[config.mk]
export PLATFORM = sky130hd
export DESIGN_NAME = apl_cell
export DESIGN_NICKNAME = d
export VERILOG_FILES = /design/src/rtl/apl_pkg.sv /design/src/rtl/apl_cell.sv
export SDC_FILE = /design/constraint.sdc
export NUM_CORES = 1
export LEC_CHECK = 0
export BUFFER_PORTS_ARGS = -buffer_cell sky130_fd_sc_hd__buf_4
export CORE_AREA = 2 2 137 139
export CTS_CLUSTER_SIZE = 14
export DETAILED_ROUTE_END_ITERATION = 10
export DIE_AREA = 0 0 139 141
export GPL_ROUTABILITY_DRIVEN = 0
export PLACE_DENSITY = 0.59
export REMOVE_ABC_BUFFERS = 1
export SLEW_MARGIN = 0
export SYNTH_ARGS = -nofsm -noshare
export SYNTH_HDL_FRONTEND = slang
export SYNTH_SLANG_ARGS = --single-unit
[constraint.sdc]
create_clock -name clk -period 9.3 [get_ports clk]
set_input_delay 0.93 -clock clk [delete_from_list [all_inputs] [get_ports clk]]
set_output_delay 0.93 -clock clk [all_outputs]
set_load 0.02 [all_outputs]
[src/rtl/apl_pkg.sv]
package apl_pkg;

  // Default number of entries the list can hold.
  localparam int CAPACITY_DEF = 128;

  // Fixed widths of the stream fields.
  localparam int CMD_W    = 4;
  localparam int POS_W    = 7;
  localparam int CODE_W   = 32;
  localparam int YEAR_W   = 16;
  localparam int STATUS_W = 3;
  localparam int COUNT_W  = 8;
  localparam int IN_W     = 72;
  localparam int OUT_W    = 64;

  // Fan-in of one level of the read gather tree.
  localparam int GATHER_FANIN = 8;

  // One stored list entry.
  typedef struct packed {
    logic signed [CODE_W-1:0] code;
    logic        [YEAR_W-1:0] year;
  } entry_t;

  localparam int ENTRY_W = $bits(entry_t);

  // Command codes of the input stream.
  typedef enum logic [CMD_W-1:0] {
    CMD_INS_HEAD = 4'd0,
    CMD_INS_AT   = 4'd1,
    CMD_INS_TAIL = 4'd2,
    CMD_SWAP     = 4'd3,
    CMD_EDIT     = 4'd4,
    CMD_RM_HEAD  = 4'd5,
    CMD_RM_TAIL  = 4'd6,
    CMD_RM_AT    = 4'd7,
    CMD_READ     = 4'd8
  } cmd_t;

  // Status codes of the result stream.
  typedef enum logic [STATUS_W-1:0] {
    ST_OK     = 3'd0,
    ST_FULL   = 3'd1,
    ST_EMPTY  = 3'd2,
    ST_BADPOS = 3'd3,
    ST_SAME   = 3'd4
  } status_t;

  // Operation broadcast to every cell of the chain.
  typedef enum logic [2:0] {
    OP_HOLD   = 3'd0,
    OP_INSERT = 3'd1,
    OP_REMOVE = 3'd2,
    OP_WRITE  = 3'd3,
    OP_SWAP   = 3'd4
  } cell_op_t;

  // Control and write data shared by all cells.
  typedef struct packed {
    cell_op_t op;
    entry_t   wr_at;
    entry_t   wr_other;
  } cell_cmd_t;

  // Number of registered levels needed to gather n leaves at GATHER_FANIN each.
  function automatic int apl_levels(input int n);
    int lv;
    int span;
    lv   = 1;
    span = GATHER_FANIN;
    while (span < n) begin
      lv   = lv + 1;
      span = span * GATHER_FANIN;
    end
    return lv;
  endfunction

  // Number of nodes in gather level l of a tree with the given depth.
  function automatic int apl_level_size(input int levels, input int l);
    int sz;
    sz = 1;
    for (int k = 0; k < levels - 1 - l; k++) begin
      sz = sz * GATHER_FANIN;
    end
    return sz;
  endfunction

  // Offset of gather level l in the flat node array.
  function automatic int apl_level_base(input int levels, input int l);
    int base;
    base = 0;
    for (int k = 0; k < l; k++) begin
      base = base + apl_level_size(levels, k);
    end
    return base;
  endfunction

endpackage

[src/rtl/apl_cell.sv]
module apl_cell
  import apl_pkg::*;
#(
  parameter int IDX = 0,
  parameter int IW  = 8
) (
  input  logic          clk,
  input  cell_cmd_t     cmd,
  input  logic [IW-1:0] at,
  input  logic [IW-1:0] other,
  input  entry_t        prev_entry,
  input  entry_t        next_entry,
  output entry_t        entry,
  output entry_t        sel_a,
  output entry_t        sel_b
);

  localparam logic [IW-1:0] MY_IDX = IW'(IDX);

  entry_t entry_r;

  // Each cell decides locally whether to shift, load or hold.
  always_ff @(posedge clk) begin
    unique case (cmd.op)
      OP_INSERT: begin
        if (MY_IDX > at) begin
          entry_r <= prev_entry;
        end else if (MY_IDX == at) begin
          entry_r <= cmd.wr_at;
        end
      end
      OP_REMOVE: begin
        if (MY_IDX >= at) begin
          entry_r <= next_entry;
        end
      end
      OP_WRITE: begin
        if (MY_IDX == at) begin
          entry_r <= cmd.wr_at;
        end
      end
      OP_SWAP: begin
        if (MY_IDX == at) begin
          entry_r <= cmd.wr_at;
        end else if (MY_IDX == other) begin
          entry_r <= cmd.wr_other;
        end
      end
      default: begin
        entry_r <= entry_r;
      end
    endcase
  end

  // Gated outputs feed the two read gather trees.
  assign entry = entry_r;
  assign sel_a = (MY_IDX == at)    ? entry_r : '0;
  assign sel_b = (MY_IDX == other) ? entry_r : '0;

endmodule

==> impl_metrics.ini, run 1 <==
[setup_path]
crit_required_ns = 9.25
rrSetupSlack_ns = 8.26
arrival_ns = 3.49
cp_max_fo = 49
startpoint = other[5]
end_kind = register
crit_end = entry[14]$_DFFE_PP_
r2r_cells = 2
startpoint_type = input pin
r2r_end = entry[38]$_DFFE_PP_
r2r-start = entry[38]$_DFFE_PP_
critical_path_class = in2reg

[clock_tree]
clk_latency_ns = 0.28
postCtsSetupBuffers = 0
cts_resized = 0
cts_tree = yes
clkTransAtPathRegs_ns = 0.07
cts.path.max_buffers = 2
clock-sinks = 48
clockRootBuffer = clkbuf_16
cts_hold_buf = 0
numCtsBuffers = 5
h-tree-depth = 2

[floorplanning]
die_y_um = 141
fp-row-count = 50
fp.dieW_um = 139
io_pins = 356
core-area_um2 = 18300
die_area_um2 = 19600
start_util = 0.216

[finish]
area_growth_pct = 66.7
drive_gt1_frac = 0.489
largest_register_ffs = 48
nets = 886
diodes = 0

[detailed_routing]
drc = 0
dr.pass1.iters = 4
first_iter_violations = 181
wl_um = 15700
ant_nets = 0
wire_per_inst_um = 17.2
num_vias = 4265
via_per_inst = 4.69

[sta]
finalCriticalPeriod_ns = 3.54
relSlewSlack = 0.387
tightestPinTransition_ns = 0.920
finalWorstSetupSlack_ns = 5.76
fmax_mhz = 282
setup_tns_ns = 0
hold_violations = 0
rsz0062_at_grt = no
post-route-period-util = 0.381
setup_violations = 0
maxSlewViolCount = 0
skew_ns = 0

[power_and_ir_drop]
pwr-share-clk = 0.304
combPwrFrac = 0.248
pwr-share-seq = 0.449
cellPowerDensity_nw_per_um2 = 90.7
ir_drop_uv = 57.6
p_sw_uw = 160
p_leak_nw = 3.27
p_int_uw = 436
swShare = 0.268

[place]
dp_slack_ns = 5.42
dp_hpwl_um = 11200
io_buffers = 307

[flow_run]
cap_violations = 0

[global_route]
grt_pass1_vias = 4286
grt_max_degree = 51
grt_use_total = 0.150
antenna_found_initial = 0
overflow = 0
grt_pass1_wl_um = 23600

[logic_synthesis]
seq_area_frac_synth = 0.366
yosysUniqueCellTypes = 18
synth_cells = 392
ys_ff_latch = 48
synth_area_um2 = 3940
synth_area_per_cell_um2 = 10.0
synth_warnings = 0

[min_path]
hp-class = reg2reg

[run_status]
run_status = finished, final reports clean
==> final cells by class <==
cell class	instances	area, um2
clock inverter	1	3.75
timing repair buffer	316	2370
fill	1930	11700
sequential	48	1440
tap	234	293
clock buffer	7	133
multi-input combinational	303	2320
==> per-stage QoR <==
stage / util / cells / power (mW) / area [um2] / hold WS (ns)
final: 0.359 / 909 / 0.595 / 6570 / 0.727
after global routing: 0.359 / 909 / 0.625 / 6570 / 0.765
after CTS: 0.359 / 909 / 0.605 / 6570 / 0.729
after detailed placement: 0.352 / 901 / 0.421 / 6430 / 0.710
after global placement: 0.352 / 901 / 0.419 / 6430 / 0.708
after floorplan: - / 351 / 0.326 / 3720 / 0.793
==> how the worst min path moves through the flow <==
| stage | from | to | slack [ns] | cells after the start |
|---|---|---|---|---|
| 2_1_floorplan | entry[35]$_DFFE_PP_ | entry[35]$_DFFE_PP_ | 0.79 | 2 |
| 3_3_place_gp | entry[35]$_DFFE_PP_ | entry[35]$_DFFE_PP_ | 0.71 | 2 |
| 3_5_place_dp | entry[21]$_DFFE_PP_ | entry[21]$_DFFE_PP_ | 0.71 | 2 |
| 4_1_cts | entry[21]$_DFFE_PP_ | entry[21]$_DFFE_PP_ | 0.73 | 2 |
| 5_1_grt | entry[35]$_DFFE_PP_ | entry[35]$_DFFE_PP_ | 0.76 | 2 |
| 6_report | entry[21]$_DFFE_PP_ | entry[21]$_DFFE_PP_ | 0.73 | 2 |
==> placed cells by master, fill, tap and decap left out <==
| cell | synthesis | layout |
|---|---|---|
| and3_1 | 48 | 48 |
| clkinv_1 | 0 | 1 |
| and2_1 | 49 | 48 |
| o22ai_4 | 0 | 1 |
| xnor2_1 | 1 | 1 |
| clkbuf_16 | 0 | 5 |
| nand2_2 | 0 | 1 |
| nand2_4 | 0 | 1 |
| nor2_4 | 0 | 2 |
| or4_1 | 2 | 2 |
| nand2_1 | 50 | 48 |
| a21oi_1 | 1 | 1 |
| o221ai_1 | 48 | 48 |
| mux2i_1 | 96 | 96 |
| edfxtp_1 | 48 | 48 |
| clkbuf_1 | 25 | 2 |
| nor3b_2 | 0 | 1 |
| and2_4 | 0 | 1 |
| nor4_4 | 2 | 2 |
| nor2_1 | 4 | 2 |
| buf_4 | 2 | 316 |
==> synth_stat cells <==
library cell | number | area (um2)
a21oi_1 | 1 | 5.00
and2_1 | 49 | 307
and3_1 | 48 | 300
buf_1 | 1 | 3.75
buf_2 | 6 | 30.0
buf_4 | 2 | 15.0
buf_6 | 7 | 78.8
clkbuf_1 | 25 | 93.8
edfxtp_1 | 48 | 1440
mux2i_1 | 96 | 961
nand2_1 | 50 | 188
nor2_1 | 4 | 15.0
nor3b_1 | 1 | 7.51
nor4_4 | 2 | 42.5
o221ai_1 | 48 | 420
o22ai_1 | 1 | 6.26
or4_1 | 2 | 15.0
xnor2_1 | 1 | 8.76
==> per-layer routing <==
layer  vias up  global-route usage  part of all wire
met5         -                   0                 0
met2       187               0.272              0.51
met1      2008               0.176              0.40
met3        16              0.0384             0.069
li1       2054                   -                 -
met4         0              0.0367             0.015
==> power by group through the flow <==
| stage | Clock (mW) | Sequential (mW) | Combinational, mW |
|---|---|---|---|
| floorplan | 0 | 0.283 | 0.0433 |
| global placement | 0 | 0.272 | 0.147 |
| detailed placement | 0 | 0.272 | 0.149 |
| CTS | 0.188 | 0.268 | 0.149 |
| global route | 0.196 | 0.269 | 0.160 |
| finish | 0.181 | 0.267 | 0.147 |
==> critical path: stages <==
cell and delay [ns]:
buf_4 0.10, or4_1 0.57, nor2_4 0.12, buf_4 0.41, nor2_1 0.14, o22ai_4 0.66
buf_4 0.49
==> cells by family (layout without fill, tap and decap cells) <==
| family | after synthesis | after routing | synth area share |
|---|---|---|---|
| xor+xnor | 1 | 1 | 0.00222 |
| buf+inv | 41 | 324 | 0.0562 |
| mux | 96 | 96 | 0.244 |
| compound gates | 50 | 50 | 0.110 |
| simple gates | 156 | 156 | 0.222 |
| flops | 48 | 48 | 0.366 |
(Power assumes the default switching activity.)
==> inputs of run 2 (changes only) <==
- CORE_AREA: 2 2 137 139 -> 2 2 136 138
- DIE_AREA: 0 0 139 141 -> 0 0 138 140
- clock period: 9.3 -> 3.34 ns (I/O delays scaled with it)
==> impl_metrics.ini, run 2 (same netlist as run 1, synthesis figures left out) <==
[finish]
regArea_um2 = 1440
layout_common_cells = buf_4, mux2i_1
fin_cells = 907
finalCoreUtilization = 0.374
nets = 889
multiInputGateArea_um2 = 2320
drive_gt1_frac = 0.493
diodes = 0
layout_commonest_cell = buf_4
largest_register_ffs = 48
fillers = 1860
area_growth_pct = 68.7

[floorplanning]
core-area_um2 = 17800
fp-row-count = 49
io_pins = 356
fp.dieW_um = 138
die_area_um2 = 19300
start_util = 0.222
die_y_um = 140

[power_and_ir_drop]
p_leak_nw = 3.31
combPwrFrac = 0.241
ir_drop_uv = 186
swShare = 0.257
cellPowerDensity_nw_per_um2 = 261
p_sw_uw = 446
pwr-share-seq = 0.429
power_mw = 1.74
p_int_mw = 1.29
pwr-share-clk = 0.330

[global_route]
grt_pass1_vias = 4274
met3_usage = 0.0369
antenna_found_initial = 0
gr-max-usage-layer = met2
grt_use_total = 0.161
grt_max_degree = 49
grt_pass1_wl_um = 24800
grt_use_met1 = 0.198
use_met2 = 0.280
overflow = 0

[clock_tree]
cts_tree = yes
cts_resized = 0
cts_hold_buf = 0
h-tree-depth = 2
postCtsSetupBuffers = 0
cts.path.max_buffers = 2
clock-sinks = 48
clkTransAtPathRegs_ns = 0.07
numCtsBuffers = 5
clk_latency_ns = 0.29
clockRootBuffer = clkbuf_16

[setup_path]
cp_max_fo = 29
rrSetupSlack_ns = 2.29
arrival_ns = 1.99
r2r_end = entry[6]$_DFFE_PP_
critical_path_class = in2out
end_kind = output pin
r2r-start = entry[6]$_DFFE_PP_
crit_required_ns = 3.01
startpoint_type = input pin
r2r_cells = 2

[place]
dp_slack_ns = 0.882
io_buffers = 307
post-place-cells = 899
dp_hpwl_um = 11900

[min_path]
hold_end = entry[22]$_DFFE_PP_
hold_depth = 3
hp-class = in2reg
hold_start = next_entry[22]

[detailed_routing]
drc = 0
dr.pass1.iters = 4
via_per_inst = 4.74
ant_nets = 0
first_iter_violations = 189
num_vias = 4296
wire_per_inst_um = 18.0
wl_um = 16300

[flow_run]
cap_violations = 0

[sta]
fmax_mhz = 431
post-route-period-util = 0.695
maxSlewViolCount = 0
skew_ns = 0
setup_violations = 0
tightestPinTransition_ns = 0.922
relSlewSlack = 0.385
finalCriticalPeriod_ns = 2.32
rsz0062_at_grt = no
finalWorstSetupSlack_ns = 1.02
hold_violations = 0

[run_status]
run_status = finished, final reports clean
## run 2: cell types whose count changed in the layout (fill, tap and decap cells not counted)
| cell | change |
|---|---|
| buf_12 | +3 |
| clkbuf_1 | -2 |
| clkinv_1 | +1 |
| bufinv_16 | +1 |
## run 2: through the flow
stage	area [um2]	hold slack (ns)	setup TNS [ns]
after floorplan	3720	0.528	-155.55
after global placement	6480	0.619	0
after detailed placement	6480	0.619	0
after CTS	6650	0.303	0
after global routing	6650	0.311	0
final	6650	0.319	0
## run 2: worst max-delay path by stage
| stage | start | to | cells past startpoint |
|---|---|---|---|
| after floorplan | at[4] | entry[0]$_DFFE_PP_ | 4 |
| after global placement | at[0] | entry[35]$_DFFE_PP_ | 7 |
| after detailed placement | at[0] | entry[35]$_DFFE_PP_ | 7 |
| after CTS | other[5] | sel_b[15] | 6 |
| after global routing | other[5] | sel_b[0] | 6 |
| final | other[5] | sel_b[15] | 6 |
## run 2: power groups by stage
stage	Combinational (mW)	Clock [mW]	Sequential, mW
after floorplan	0.121	0	0.788
after global placement	0.419	0	0.758
after detailed placement	0.423	0	0.758
after CTS	0.423	0.598	0.746
after global routing	0.453	0.620	0.751
final	0.418	0.573	0.745
## run 2: layer usage
layer  wire length (um)  vias up  share of wire
li1                   -     2061              -
met1               6800     2018           0.42
met2               8080      194           0.50
met3               1060       23          0.065
met4                360        0          0.022
met5                  0        -              0
## run 2: final cells by class
cell class | count | area share
Sequential cell | 48 | 0.217
Tap cell | 229 | 0.0431
Clock inverter | 3 | 0.00565
Clock buffer | 5 | 0.0188
Timing Repair Buffer | 319 | 0.366
Multi-Input combinational cell | 303 | 0.349
## run 2: worst max-delay path, stage by stage
cell and delay [ns]:
buf_4 0.10, or4_1 0.57, nor2_4 0.30, buf_4 0.34
and2_1 0.18, buf_4 0.14
